$ cat config.mk
export PLATFORM = sky130hd
export DESIGN_NAME = lcr_ctrl
export DESIGN_NICKNAME = d
export VERILOG_FILES = /design/src/design/lcr_pkg.sv /design/src/design/lcr_ctrl.sv
export SDC_FILE = /design/constraint.sdc
export NUM_CORES = 1
export LEC_CHECK = 0
export BUFFER_PORTS_ARGS = -buffer_cell sky130_fd_sc_hd__buf_2
export CAP_MARGIN = 0
export CORE_UTILIZATION = 30
export CTS_BUF_LIST = sky130_fd_sc_hd__clkbuf_16
export DETAILED_ROUTE_END_ITERATION = 6
export REMOVE_ABC_BUFFERS = 1
export SLEW_MARGIN = 15
export SYNTH_ARGS = -nofsm -noshare
export SYNTH_HDL_FRONTEND = slang
export SYNTH_SLANG_ARGS = --single-unit
$ cat constraint.sdc
create_clock -name clk -period 1.8 [get_ports clk]
set_clock_uncertainty 0.05 [all_clocks]
set_input_delay 0.09 -clock clk [delete_from_list [all_inputs] [get_ports clk]]
set_output_delay 0.09 -clock clk [all_outputs]
set_load 0.1 [all_outputs]
$ cat src/design/lcr_pkg.sv
// Shared types, codes and constants of the limit counter with local reserves.
package lcr_pkg;

	localparam int unsigned NUM_AGENTS_DEF = 16;
	localparam int unsigned SLOT_BITS_DEF = 16;
	localparam logic [31:0] LIMIT_RST = 32'd33554432;
	localparam logic [4:0] ONLINE_RST = 5'd16;
	localparam int unsigned CFG_IDX_W = 1;

	localparam logic [CFG_IDX_W-1:0] CFG_GLOBAL_LIMIT = 1'd0;
	localparam logic [CFG_IDX_W-1:0] CFG_ONLINE_AGENTS = 1'd1;

	localparam logic [2:0] REQ_ADD = 3'd0;
	localparam logic [2:0] REQ_SUB = 3'd1;
	localparam logic [2:0] REQ_READ = 3'd2;
	localparam logic [2:0] REQ_REG = 3'd3;
	localparam logic [2:0] REQ_UNREG = 3'd4;

	typedef struct packed {
		logic [2:0] req_type;
		logic [3:0] agent;
		logic [31:0] amount;
	} in_t;

	typedef struct packed {
		logic ok;
		logic [31:0] total;
	} out_t;

	typedef enum logic [3:0] {
		OP_NONE,
		OP_LOAD,
		OP_FAST,
		OP_FOLD,
		OP_WALK_FOLD,
		OP_WALK_SUM,
		OP_APPLY,
		OP_DIV_START,
		OP_DIV_STEP,
		OP_REFILL,
		OP_REG,
		OP_UNREG,
		OP_RESULT
	} op_t;

	typedef struct packed {
		op_t op;
		logic ok;
	} cmd_t;

	typedef struct packed {
		logic [2:0] req;
		logic agent_ok;
		logic fast_ok;
		logic short_f;
		logic reserve_zero;
		logic walk_last;
		logic div_last;
	} stat_t;

endpackage

$ cat src/design/lcr_ctrl.sv
// Controller: sequences each request through the datapath and drives handshakes.
module lcr_ctrl (
	input  logic clk,
	input  logic arst_n,
	input  logic in_valid,
	output logic in_stall,
	output logic out_valid,
	input  logic out_stall,
	input  lcr_pkg::stat_t stat,
	output lcr_pkg::cmd_t cmd
);
	typedef enum logic [3:0] {
		S_IDLE, S_DECIDE, S_SUM, S_CHECK, S_FLUSH, S_RECHECK,
		S_DIVS, S_DIV, S_REFILL, S_FIN
	} state_t;

	state_t state_q, state_n;
	logic ok_q, ok_n, out_valid_q;

	assign in_stall = (state_q != S_IDLE);
	assign out_valid = out_valid_q;

	always_comb begin
		state_n = state_q;
		ok_n = ok_q;
		cmd.op = lcr_pkg::OP_NONE;
		cmd.ok = ok_q;
		unique case (state_q)
			S_IDLE: if (in_valid) begin
				cmd.op = lcr_pkg::OP_LOAD;
				state_n = S_DECIDE;
			end
			S_DECIDE: begin
				ok_n = 1'b1;
				state_n = S_FIN;
				if (!stat.agent_ok) begin
					ok_n = 1'b0;
				end else begin
					unique case (stat.req)
						lcr_pkg::REQ_ADD, lcr_pkg::REQ_SUB: begin
							if (stat.fast_ok) begin
								cmd.op = lcr_pkg::OP_FAST;
							end else begin
								cmd.op = lcr_pkg::OP_FOLD;
								state_n = S_CHECK;
							end
						end
						lcr_pkg::REQ_READ: state_n = S_SUM;
						lcr_pkg::REQ_REG: cmd.op = lcr_pkg::OP_REG;
						lcr_pkg::REQ_UNREG: cmd.op = lcr_pkg::OP_UNREG;
						default: ok_n = 1'b0;
					endcase
				end
			end
			S_SUM: begin
				cmd.op = lcr_pkg::OP_WALK_SUM;
				if (stat.walk_last) state_n = S_FIN;
			end
			S_CHECK: begin
				if (!stat.short_f) begin
					cmd.op = lcr_pkg::OP_APPLY;
					state_n = S_DIVS;
				end else if (stat.reserve_zero) begin
					ok_n = 1'b0;
					state_n = S_FIN;
				end else begin
					state_n = S_FLUSH;
				end
			end
			S_FLUSH: begin
				cmd.op = lcr_pkg::OP_WALK_FOLD;
				if (stat.walk_last) state_n = S_RECHECK;
			end
			S_RECHECK: begin
				if (stat.short_f) begin
					ok_n = 1'b0;
					state_n = S_FIN;
				end else begin
					cmd.op = lcr_pkg::OP_APPLY;
					state_n = S_DIVS;
				end
			end
			S_DIVS: begin
				cmd.op = lcr_pkg::OP_DIV_START;
				state_n = S_DIV;
			end
			S_DIV: begin
				cmd.op = lcr_pkg::OP_DIV_STEP;
				if (stat.div_last) state_n = S_REFILL;
			end
			S_REFILL: begin
				cmd.op = lcr_pkg::OP_REFILL;
				state_n = S_FIN;
			end
			S_FIN: if (!out_valid_q || !out_stall) begin
				cmd.op = lcr_pkg::OP_RESULT;
				state_n = S_IDLE;
			end
			default: state_n = S_IDLE;
		endcase
	end

	always_ff @(posedge clk or negedge arst_n) begin
		if (!arst_n) begin
			state_q <= S_IDLE;
			ok_q <= 1'b0;
			out_valid_q <= 1'b0;
		end else begin
			state_q <= state_n;
			ok_q <= ok_n;
			if (cmd.op == lcr_pkg::OP_RESULT) out_valid_q <= 1'b1;
			else if (!out_stall) out_valid_q <= 1'b0;
		end
	end

	a_accept_busy: assert property (@(posedge clk) disable iff (!arst_n)
		(in_valid && !in_stall) |=> (state_q == S_DECIDE))
		else $error("accepted word did not start decode");
	a_flush_end: assert property (@(posedge clk) disable iff (!arst_n)
		(state_q == S_FLUSH && stat.walk_last) |=> (state_q == S_RECHECK))
		else $error("flush walk did not end in recheck");
	a_div_end: assert property (@(posedge clk) disable iff (!arst_n)
		(state_q == S_DIV && stat.div_last) |=> (state_q == S_REFILL))
		else $error("divider did not hand over to refill");
	a_result: assert property (@(posedge clk) disable iff (!arst_n)
		(cmd.op == lcr_pkg::OP_RESULT) |=> (out_valid && state_q == S_IDLE))
		else $error("result word not presented");

endmodule

==> out/qor.txt <==
# diodes -> 0
# DRC -> 0
Wire length on met3 -> 92 um
Post-layout min period -> 1.75 ns
# rows -> 16
Critical path type -> flop to output pin
Total congestion overflow -> 0
Simple-Gate Fraction of Synth Area -> 34.5%
Worst-Skew Late Latency -> 0.23 ns
Met1 Wirelength -> 832 um
Ys async rst share -> 100%
Max-cap check violation count -> 0
Element type at the critical path end -> output pin
Hold crit path type -> primary input to flop
Pre-antenna DRT Iters -> 4
Number of flops mapped to enable cells by yosys -> 0
HPWL Detailed -> 1.37 mm
CTS Root Cell -> clkbuf_16
First-pass GRT wire length -> 2.94 mm
I/O Pins -> 20
Slew @ Worst Pin -> 0.485 ns
Largest net degree at the start of global routing -> 16
Slew Viols, Final -> 0
Fmax -> 572 MHz
Synthesis-to-layout area growth -> 49.3%
Nets -> 128
Synth Instances -> 88
WL final -> 1.88 mm
Compound-gate portion of the synthesized area -> 26.8%
Main combinational cell family by area after synthesis -> simple AND/OR/NAND/NOR gates
Setup TNS -> 0 ns
Setup WS post-layout -> 0.0507 ns
Post-Synth Adder-Cell Area -> 0%
Final period util -> 97.2%
RSZ-0062 raised after global routing -> yes
Via count -> 748
Final setup fails -> 0
Worst EP required -> 1.66 ns
Xor and xnor area share after synthesis -> 1.29%
Mean Syn Cell Area -> 7.71 um2
Post-synthesis mux area share -> 6.83%
Met2 WL -> 946 um
Sink Count -> 6
Port bufs -> 19
TritonCTS Buffers -> 3
Ys Warns -> 0
Full die area -> 0.00245 mm2
Critical Path Fanout Max -> 8
DRT iter0 DRCs -> 9
Wirelength per Cell -> 13.4 um
Library cells used by synthesis -> 39
Overall routing resource usage -> 16.1%
Top Metal Used -> met4
Layout cells sized above 1 -> 38.1%
Fillcell total -> 194
Vias/cell -> 5.34
Die W -> 49.5 um
Slew headroom -> 67.9%
Initial antenna violation count -> 0
Die Ht -> 49.5 um
Post-Syn Area -> 678 um2
Vias in the first global route -> 678
Crit path launch type -> flop
Placement Setup Slack -> 0.138 ns
Sequential share of the synthesized area -> 22.1%
Antenna viol nets, final -> 0
H-tree depth -> 1
Top FF cell, synth -> dfrtp_1
Critical path arrival -> 1.61 ns
Maximum clock path buffer count -> 2
CTS tree -> built
Clock slew at reported path FFs -> 0.03 ns
Synthesized flop and latch total -> 6
Starting Density -> 33.2%
Core footprint -> 0.00204 mm2
Outcome -> finished, final reports clean
Endpoints failing hold -> 0
GPL Wtd Cong -> 0.834
## synth_stat cells, drive strengths merged, types with 2 or more instances
| master | instances | area share (%) |
|---|---|---|
| a21oi | 5 | 3.7 |
| buf | 9 | 7.9 |
| dfrtp | 6 | 22 |
| mux2 | 2 | 3.9 |
| mux2i | 2 | 3.0 |
| nand2 | 4 | 2.2 |
| nand2b | 6 | 5.5 |
| nand3 | 4 | 3.0 |
| nand3b | 3 | 3.3 |
| nand4 | 2 | 1.8 |
| nor2 | 8 | 4.4 |
| nor2b | 4 | 3.7 |
| nor3 | 2 | 1.5 |
| nor3b | 2 | 2.2 |
| o21ai | 7 | 5.2 |
| o22a | 2 | 2.6 |
| o31a | 2 | 2.6 |
## area by class of cell
cell class                      instances  area [um2]  area share (%)
Clock buffer                            3        75.1            7.42
Sequential cell                         6         154            15.2
Timing Repair Buffer                   31         250            24.7
Multi-Input combinational cell         72         495            48.9
Inverter                                1        3.75           0.371
Tap cell                               27        33.8            3.34
## repair_timing
action,CTS,global route
setup buffers,0,2
endpoints found under the hold margin,6,0
gates cloned,0,0
hold buffers,1,0
setup endpoints to repair,5,4
gates resized for setup,5,3
## through the flow
stage          utilization, %  cell area, um2  instances  hold slack, ns
3_5_place_dp             43.1             881        134          -0.126
5_1_grt                  49.6            1010        140           0.120
2_1_floorplan               -             624         79          -0.256
4_1_cts                  48.6             992        138          0.0962
3_3_place_gp             43.1             881        134          -0.125
6_report                 49.6            1010        140           0.102
## per-layer routing
metal  track usage (%)  vias up
met5                 0        -
met4              5.71        0
met3              4.63        2
met2              28.8       24
met1              17.9      345
li1                  -      377
## state kept, by name (all words and copies together), names as in the netlist
name and flops:
out_valid 1, ok_q 1, state_q 4
## critical path: stages (launching register included)
cell	delay, ns
dfrtp_2	0.45
buf_4	0.18
nor3_2	0.22
nand2b_1	0.12
o221ai_2	0.20
buf_12	0.21
## placed cells by master (no fill, tap or decap), types with 3 or more instances in the layout
master	synthesis	routed
a21oi_1	5	5
buf_12	0	4
buf_2	4	14
buf_4	4	11
clkbuf_16	0	3
dfrtp_1	6	3
dfrtp_2	0	3
nand2_1	4	4
nand2b_1	6	6
nand3_1	4	4
nand3b_1	3	3
nor2_1	8	8
nor2b_1	4	4
o21ai_0	6	6
## cells by family (layout without fill, tap and decap cells)
| kind of cell | after synthesis | count (layout) |
|---|---|---|
| multiplexers | 4 | 4 |
| AO/OA/AOI/OAI | 26 | 26 |
| buffers and inverters | 10 | 35 |
| XOR/XNOR | 1 | 1 |
| flip-flops | 6 | 6 |
| AND/OR/NAND/NOR | 41 | 41 |
## path summary, 6_finish.rpt
check	endpoint	depth (start not counted)	from	slack, ns
hold / removal	ok_q	2	stat[5]	0.10
min in group asynchronous	ok_q	2	arst_n	0.17
hold reg to reg	ok_q	1	ok_q	0.44
setup / recovery	cmd[4]	5	state_q[2]	0.05
setup reg to reg	state_q[0]	6	state_q[2]	0.16
max in group asynchronous	state_q[1]	2	arst_n	1.37
Power is not shown: default switching activity piles up to over one toggle a cycle in this logic, so the estimate is an artifact.
