[config.mk]
export PLATFORM = sky130hd
export DESIGN_NAME = lcr_dp
export DESIGN_NICKNAME = d
export VERILOG_FILES = /design/src/design/lcr_pkg.sv /design/src/design/lcr_dp.sv
export SDC_FILE = /design/constraint.sdc
export NUM_CORES = 2
export LEC_CHECK = 0
export BUFFER_PORTS_ARGS = -buffer_cell sky130_fd_sc_hd__clkbuf_2
export CORE_MARGIN = 2
export CORE_UTILIZATION = 39
export CTS_BUF_LIST = sky130_fd_sc_hd__clkbuf_8
export DETAILED_ROUTE_END_ITERATION = 12
export HOLD_SLACK_MARGIN = 0.06
export SYNTH_ARGS = -nofsm -noshare
export SYNTH_HDL_FRONTEND = slang
export SYNTH_SLANG_ARGS = --single-unit
[constraint.sdc]
create_clock -name clk -period 12.5 [get_ports clk]
set_input_delay 0.625 -clock clk [delete_from_list [all_inputs] [get_ports clk]]
set_output_delay 0.625 -clock clk [all_outputs]
set_load 0.02 [all_outputs]
[src/design/lcr_pkg.sv]
// Shared types, codes and constants of the limit counter with local reserves.
package lcr_pkg;

	localparam int unsigned NUM_AGENTS_DEF = 16;
	localparam int unsigned SLOT_BITS_DEF = 16;
	localparam logic [31:0] LIMIT_RST = 32'd33554432;
	localparam logic [4:0] ONLINE_RST = 5'd16;
	localparam int unsigned CFG_IDX_W = 1;

	localparam logic [CFG_IDX_W-1:0] CFG_GLOBAL_LIMIT = 1'd0;
	localparam logic [CFG_IDX_W-1:0] CFG_ONLINE_AGENTS = 1'd1;

	localparam logic [2:0] REQ_ADD = 3'd0;
	localparam logic [2:0] REQ_SUB = 3'd1;
	localparam logic [2:0] REQ_READ = 3'd2;
	localparam logic [2:0] REQ_REG = 3'd3;
	localparam logic [2:0] REQ_UNREG = 3'd4;

	typedef struct packed {
		logic [2:0] req_type;
		logic [3:0] agent;
		logic [31:0] amount;
	} in_t;

	typedef struct packed {
		logic ok;
		logic [31:0] total;
	} out_t;

	typedef enum logic [3:0] {
		OP_NONE,
		OP_LOAD,
		OP_FAST,
		OP_FOLD,
		OP_WALK_FOLD,
		OP_WALK_SUM,
		OP_APPLY,
		OP_DIV_START,
		OP_DIV_STEP,
		OP_REFILL,
		OP_REG,
		OP_UNREG,
		OP_RESULT
	} op_t;

	typedef struct packed {
		op_t op;
		logic ok;
	} cmd_t;

	typedef struct packed {
		logic [2:0] req;
		logic agent_ok;
		logic fast_ok;
		logic short_f;
		logic reserve_zero;
		logic walk_last;
		logic div_last;
	} stat_t;

endpackage

[src/design/lcr_dp.sv]
// Datapath: agent slots, shared count and reserve, divider, output register.
module lcr_dp #(
	parameter int unsigned NUM_AGENTS = lcr_pkg::NUM_AGENTS_DEF,
	parameter int unsigned SLOT_BITS = lcr_pkg::SLOT_BITS_DEF
) (
	input  logic clk,
	input  logic arst_n,
	input  lcr_pkg::in_t in_word,
	input  logic cfg_we,
	input  logic [lcr_pkg::CFG_IDX_W-1:0] cfg_index,
	input  logic [31:0] cfg_data,
	input  lcr_pkg::cmd_t cmd,
	output lcr_pkg::stat_t stat,
	output lcr_pkg::out_t out_word
);
	localparam int unsigned IW = (NUM_AGENTS > 1) ? $clog2(NUM_AGENTS) : 1;
	localparam logic [32:0] SLOT_MAX = (33'd1 << SLOT_BITS) - 33'd1;

	logic [SLOT_BITS-1:0] cnt_q [NUM_AGENTS];
	logic [SLOT_BITS-1:0] cap_q [NUM_AGENTS];
	logic [NUM_AGENTS-1:0] reg_q;
	logic [31:0] sc_q, sr_q, limit_q;
	logic [4:0] online_q;
	lcr_pkg::in_t req_q;
	logic [IW-1:0] idx_q;
	logic [31:0] acc_q, quo_q, dvd_q;
	logic [4:0] rem_q, dcnt_q;
	lcr_pkg::out_t out_q;

	logic walking;
	logic [IW-1:0] agent_a, addr;
	logic [31:0] rd_cnt, rd_cap, hr, divisor, cap_n, half, take, slot_max32;
	logic [32:0] used, fsum, asum;
	logic [5:0] rtry;

	assign walking = (cmd.op == lcr_pkg::OP_WALK_FOLD) || (cmd.op == lcr_pkg::OP_WALK_SUM);
	assign agent_a = IW'(req_q.agent);
	assign addr = walking ? idx_q : agent_a;
	assign rd_cnt = 32'(cnt_q[addr]);
	assign rd_cap = 32'(cap_q[addr]);
	assign slot_max32 = 32'(SLOT_MAX);

	assign used = 33'(sc_q) + 33'(sr_q);
	assign hr = (used >= 33'(limit_q)) ? 32'd0 : 32'(33'(limit_q) - used);
	assign fsum = 33'(rd_cnt) + 33'(req_q.amount);
	assign asum = 33'(acc_q) + 33'(rd_cnt);
	assign divisor = (online_q == 5'd0) ? 32'd1 : 32'(online_q);
	assign rtry = {rem_q, dvd_q[31]} - 6'(divisor);
	assign cap_n = (quo_q > slot_max32) ? slot_max32 : quo_q;
	assign half = cap_n >> 1;
	assign take = (half > sc_q) ? sc_q : half;

	always_comb begin
		stat.req = req_q.req_type;
		stat.agent_ok = 32'(req_q.agent) < NUM_AGENTS;
		stat.reserve_zero = (sr_q == 32'd0);
		stat.walk_last = (32'(idx_q) == NUM_AGENTS - 1);
		stat.div_last = (dcnt_q == 5'd0);
		if (req_q.req_type == lcr_pkg::REQ_ADD) begin
			stat.fast_ok = (33'(req_q.amount) <= SLOT_MAX) && (fsum <= 33'(rd_cap));
			stat.short_f = hr < req_q.amount;
		end else begin
			stat.fast_ok = req_q.amount <= rd_cnt;
			stat.short_f = sc_q < req_q.amount;
		end
	end

	assign out_word = out_q;

	// config registers and shared state
	always_ff @(posedge clk or negedge arst_n) begin
		if (!arst_n) begin
			limit_q <= lcr_pkg::LIMIT_RST;
			online_q <= lcr_pkg::ONLINE_RST;
			sc_q <= '0;
			sr_q <= '0;
			reg_q <= '0;
			for (int i = 0; i < NUM_AGENTS; i++) begin
				cnt_q[i] <= '0;
				cap_q[i] <= '0;
			end
		end else begin
			if (cfg_we) begin
				unique case (cfg_index)
					lcr_pkg::CFG_GLOBAL_LIMIT: limit_q <= cfg_data;
					lcr_pkg::CFG_ONLINE_AGENTS: online_q <= cfg_data[4:0];
					default: ;
				endcase
			end
			case (cmd.op)
				lcr_pkg::OP_FAST: begin
					if (req_q.req_type == lcr_pkg::REQ_ADD)
						cnt_q[addr] <= SLOT_BITS'(fsum);
					else
						cnt_q[addr] <= SLOT_BITS'(rd_cnt - req_q.amount);
				end
				lcr_pkg::OP_FOLD, lcr_pkg::OP_UNREG: begin
					sc_q <= sc_q + rd_cnt;
					sr_q <= sr_q - rd_cap;
					cnt_q[addr] <= '0;
					cap_q[addr] <= '0;
					if (cmd.op == lcr_pkg::OP_UNREG) reg_q[addr] <= 1'b0;
				end
				lcr_pkg::OP_WALK_FOLD: begin
					if (reg_q[addr]) begin
						sc_q <= sc_q + rd_cnt;
						sr_q <= sr_q - rd_cap;
						cnt_q[addr] <= '0;
						cap_q[addr] <= '0;
					end
				end
				lcr_pkg::OP_APPLY: begin
					if (req_q.req_type == lcr_pkg::REQ_ADD) sc_q <= sc_q + req_q.amount;
					else sc_q <= sc_q - req_q.amount;
				end
				lcr_pkg::OP_REFILL: begin
					sr_q <= sr_q + cap_n;
					sc_q <= sc_q - take;
					cnt_q[addr] <= SLOT_BITS'(take);
					cap_q[addr] <= SLOT_BITS'(cap_n);
				end
				lcr_pkg::OP_REG: reg_q[addr] <= 1'b1;
				default: ;
			endcase
		end
	end

	// request, walk index, sum accumulator, divider, result
	always_ff @(posedge clk) begin
		case (cmd.op)
			lcr_pkg::OP_LOAD: begin
				req_q <= in_word;
				idx_q <= '0;
				acc_q <= sc_q;
			end
			lcr_pkg::OP_WALK_FOLD: idx_q <= idx_q + IW'(1);
			lcr_pkg::OP_WALK_SUM: begin
				idx_q <= idx_q + IW'(1);
				if (reg_q[addr]) acc_q <= asum[32] ? 32'hFFFF_FFFF : asum[31:0];
			end
			lcr_pkg::OP_DIV_START: begin
				dvd_q <= hr;
				rem_q <= '0;
				dcnt_q <= 5'd31;
			end
			lcr_pkg::OP_DIV_STEP: begin
				// one quotient bit a cycle, restoring
				dvd_q <= dvd_q << 1;
				dcnt_q <= dcnt_q - 5'd1;
				if (!rtry[5]) begin
					rem_q <= rtry[4:0];
					quo_q <= {quo_q[30:0], 1'b1};
				end else begin
					rem_q <= {rem_q[3:0], dvd_q[31]};
					quo_q <= {quo_q[30:0], 1'b0};
				end
			end
			lcr_pkg::OP_RESULT: begin
				out_q.ok <= cmd.ok;
				out_q.total <= (cmd.ok && req_q.req_type == lcr_pkg::REQ_READ) ? acc_q : 32'd0;
			end
			default: ;
		endcase
	end

endmodule

==> metrics.cfg <==
[synth]
synth.area.top_cells = dfrtp_1, edfxtp_1, ha_1
synthDistinctLibCells = 87
synth-edff-count = 182
synth_area_per_cell_um2 = 9.44
ys_warn_count = 0
ys.flop_type = dfrtp_1
async_reset_ff_share_pct = 77.6
yosysTopAreaCellShare_pct = 31.4
synth.cell_area_um2 = 49900
ys_seq_area_share_pct = 42.5
synthCells = 5286
synth_seq_cells = 811
yosys.area.top_type = dfrtp_1

[sta]
relSlewSlack_pct = 14.1
max_freq_mhz = 103
worst_slew_pin_slew_ns = 1.28
finalMaxSlewViolations = 0
hold_viol_final = 0
fin_skew_ns = 0.0670
setup_viol = 0
rsz0062_at_grt = no
finalCritPeriodShare_pct = 77.9
finalSetupTns_ns = 0
min_period_ns = 9.73

[floorplan]
die_w_um = 362
initial_utilization_pct = 39.2
die-height_um = 362
io_pins = 122
num_rows = 131
core_um2 = 127000
dieArea_um2 = 131000

[global_route]
use_met1_pct = 30.1
grt_pass1_vias = 39500
use_met3_pct = 3.56
met2_usage_pct = 38.9
overflow = 0
antenna_found_initial = 5
grt_pass1_wl_mm = 236
grt_max_degree = 176
grt.total_usage_pct = 23.3
busiest_layer = met2

[clocking]
clock_sinks = 811
cts_buffers = 149
path_clk_slew_ns = 0.06
ctsRootBufferMaster = clkbuf_8
cts_tree = yes
cts_setup_buffers = 0
clk_latency_ns = 0.91
cts.path.max_buffers = 3
h-tree-depth = 4

[worst_setup_path]
cp-startpoint = sc_q[0]$_DFFE_PN0P_
ff2ff_setup_slack_ns = 3.88
required_ns = 11.88
reg2reg_depth = 29
crit_slowest_cell = o41ai_1
reg2reg_to = sc_q[30]$_DFFE_PN0P_
end_kind = primary output
cpPeakStageDelay_ns = 0.75
cp-endpoint = stat[3]
timing.critical_path.mode_cell = ha_1
arrival_ns = 9.11
cp-start-kind = register
crit_type = reg2out
reg2reg_from = quo_q[30]$_DFFE_PP_
crit_fanout = 30

[power_and_ir_drop]
power_w = 0.0142
vdd_ir_drop_max_mv = 0.222
powerDensity_nw_per_um2 = 254
power.leakage_nw = 24.5

[route]
drcViolationCount = 0
postRouteAntennaNets = 0
wl_per_cell_um = 21.2
drt_iter0_drc = 2963
vias = 40100
finalWirelength_mm = 153
dr.pass1.iters = 6
via_per_inst = 5.57

[hold_path]
hold_class = in2reg

[flow_run]
max_cap_violations = 0

[final_layout]
final_common_cell = nand2_1
layout_common_cells = nand2_1, o21ai_0, dfrtp_1, a21oi_1, nor2_1
area_delta_synth_final_pct = 11.9
final_area_um2 = 55800
fin_nets = 5888
layout-drive-gt1-share_pct = 11.5

[run_status]
outcome = complete, no violations

[placement]
place_area_um2 = 52200
hpwl_mm = 108
port_buffers = 120
gp_congestion = 0.925

==> metrics by stage <==
stage / cells / hold WS (ns) / util, % / setup WS [ns]
global placement: 6864 / 0.424 / 40.9 / 3.17
floorplan: 5301 / 0.329 / - / 5.38
finish: 7208 / 0.206 / 43.8 / 2.77
detailed placement: 6864 / 0.429 / 40.9 / 3.13
global route: 7207 / 0.211 / 43.8 / 2.12
CTS: 7206 / 0.121 / 43.8 / 2.88
==> routing by layer <==
metal	vias to the layer above	wire, um
met5	-	0
li1	19100	-
met3	301	7080
met2	1118	72500
met1	19600	66800
met4	0	6280
==> how the worst min path moves through the flow <==
| stage | startpoint | end | slack [ns] | depth (start not counted) |
|---|---|---|---|---|
| final | cmd[3] | idx_q[0]$_SDFFCE_PN0P_ | 0.21 | 3 |
| after global routing | cfg_we | online_q[0]$_DFFE_PN0P_ | 0.21 | 3 |
| after CTS | cmd[3] | idx_q[0]$_SDFFCE_PN0P_ | 0.12 | 3 |
| after detailed placement | quo_q[10]$_DFFE_PP_ | quo_q[11]$_DFFE_PP_ | 0.43 | 0 |
| after global placement | quo_q[10]$_DFFE_PP_ | quo_q[11]$_DFFE_PP_ | 0.42 | 0 |
| after floorplan | arst_n | async pin | 0.33 | 0 |
==> synthesized netlist by cell type, types with 17 or more instances <==
cell      instances
a211oi_1         51
a21o_1          116
a21oi_1         403
a22oi_1          38
a31oi_1          40
and2_1           48
and3_1           33
buf_2            61
clkbuf_1        191
dfrtp_1         627
edfxtp_1        182
ha_1            372
inv_1           237
mux2_2           17
mux2i_1          30
mux4_2          131
nand2_1         749
nand2b_1         53
nand3_1          65
nand4_1          33
nor2_1          403
nor2b_1          40
nor3_1           71
nor4_1           34
o211ai_1         20
o21a_1           30
o21ai_0         638
o21bai_1         30
o22ai_1          18
o31ai_1          50
or2_2            21
xnor2_1         152
xor2_1           65
==> power breakdown <==
part	internal [W]	switching, W	total (W)
sequential	0.00329	0.000486	0.00377
clock	0.00133	0.00121	0.00255
combinational	0.00315	0.00474	0.00788
total	0.00776	0.00644	0.0142
==> flip-flops by register name (all words and copies together), names as in the netlist, 5 cells and up, named ones only <==
register	cells
acc_q	32
cap_q	256
cnt_q	256
dcnt_q	5
dvd_q	32
limit_q	32
online_q	5
out_word	33
quo_q	32
rem_q	5
req_q	32
sc_q	32
sr_q	32
==> cells by family after synthesis <==
group | after synthesis | synth area share [%]
AOI/OAI and AO/OA | 1554 | 18.3
xor gates and xnor gates | 217 | 3.81
adders and majority gates | 382 | 9.72
buffers and inverters | 530 | 4.42
DFF | 811 | 42.5
muxes | 179 | 6.92
other | 2 | 0.0150
and+or+nand+nor | 1611 | 14.3
==> area by class of cell <==
class,count,area [um2]
clock buffers,172,2370
repair buffers,265,1920
well taps,1662,2080
fillers,12300,71500
diodes,2,5.00
flip-flops and latches,811,21200
clock inverters,97,592
multi-input cells,3960,26800
inverters,239,897
==> critical path, delay by kind of cell, from the launching register on <==
| kind | cells | cell delay, ns |
|---|---|---|
| AO/OA/AOI/OAI | 14 | 3.42 |
| XOR/XNOR | 1 | 0.26 |
| buffers and inverters | 2 | 0.56 |
| AND/OR/NAND/NOR | 9 | 2.15 |
| flip-flops | 1 | 0.62 |
| adder cells (fa/ha/maj) | 4 | 1.14 |
==> repair_timing <==
action,4_1_cts,5_1_grt
setup endpoints to repair,0,0
endpoints found under the hold margin,177,0
hold buffers,73,0
gates resized for setup,0,0
(Power assumes the default switching activity.)
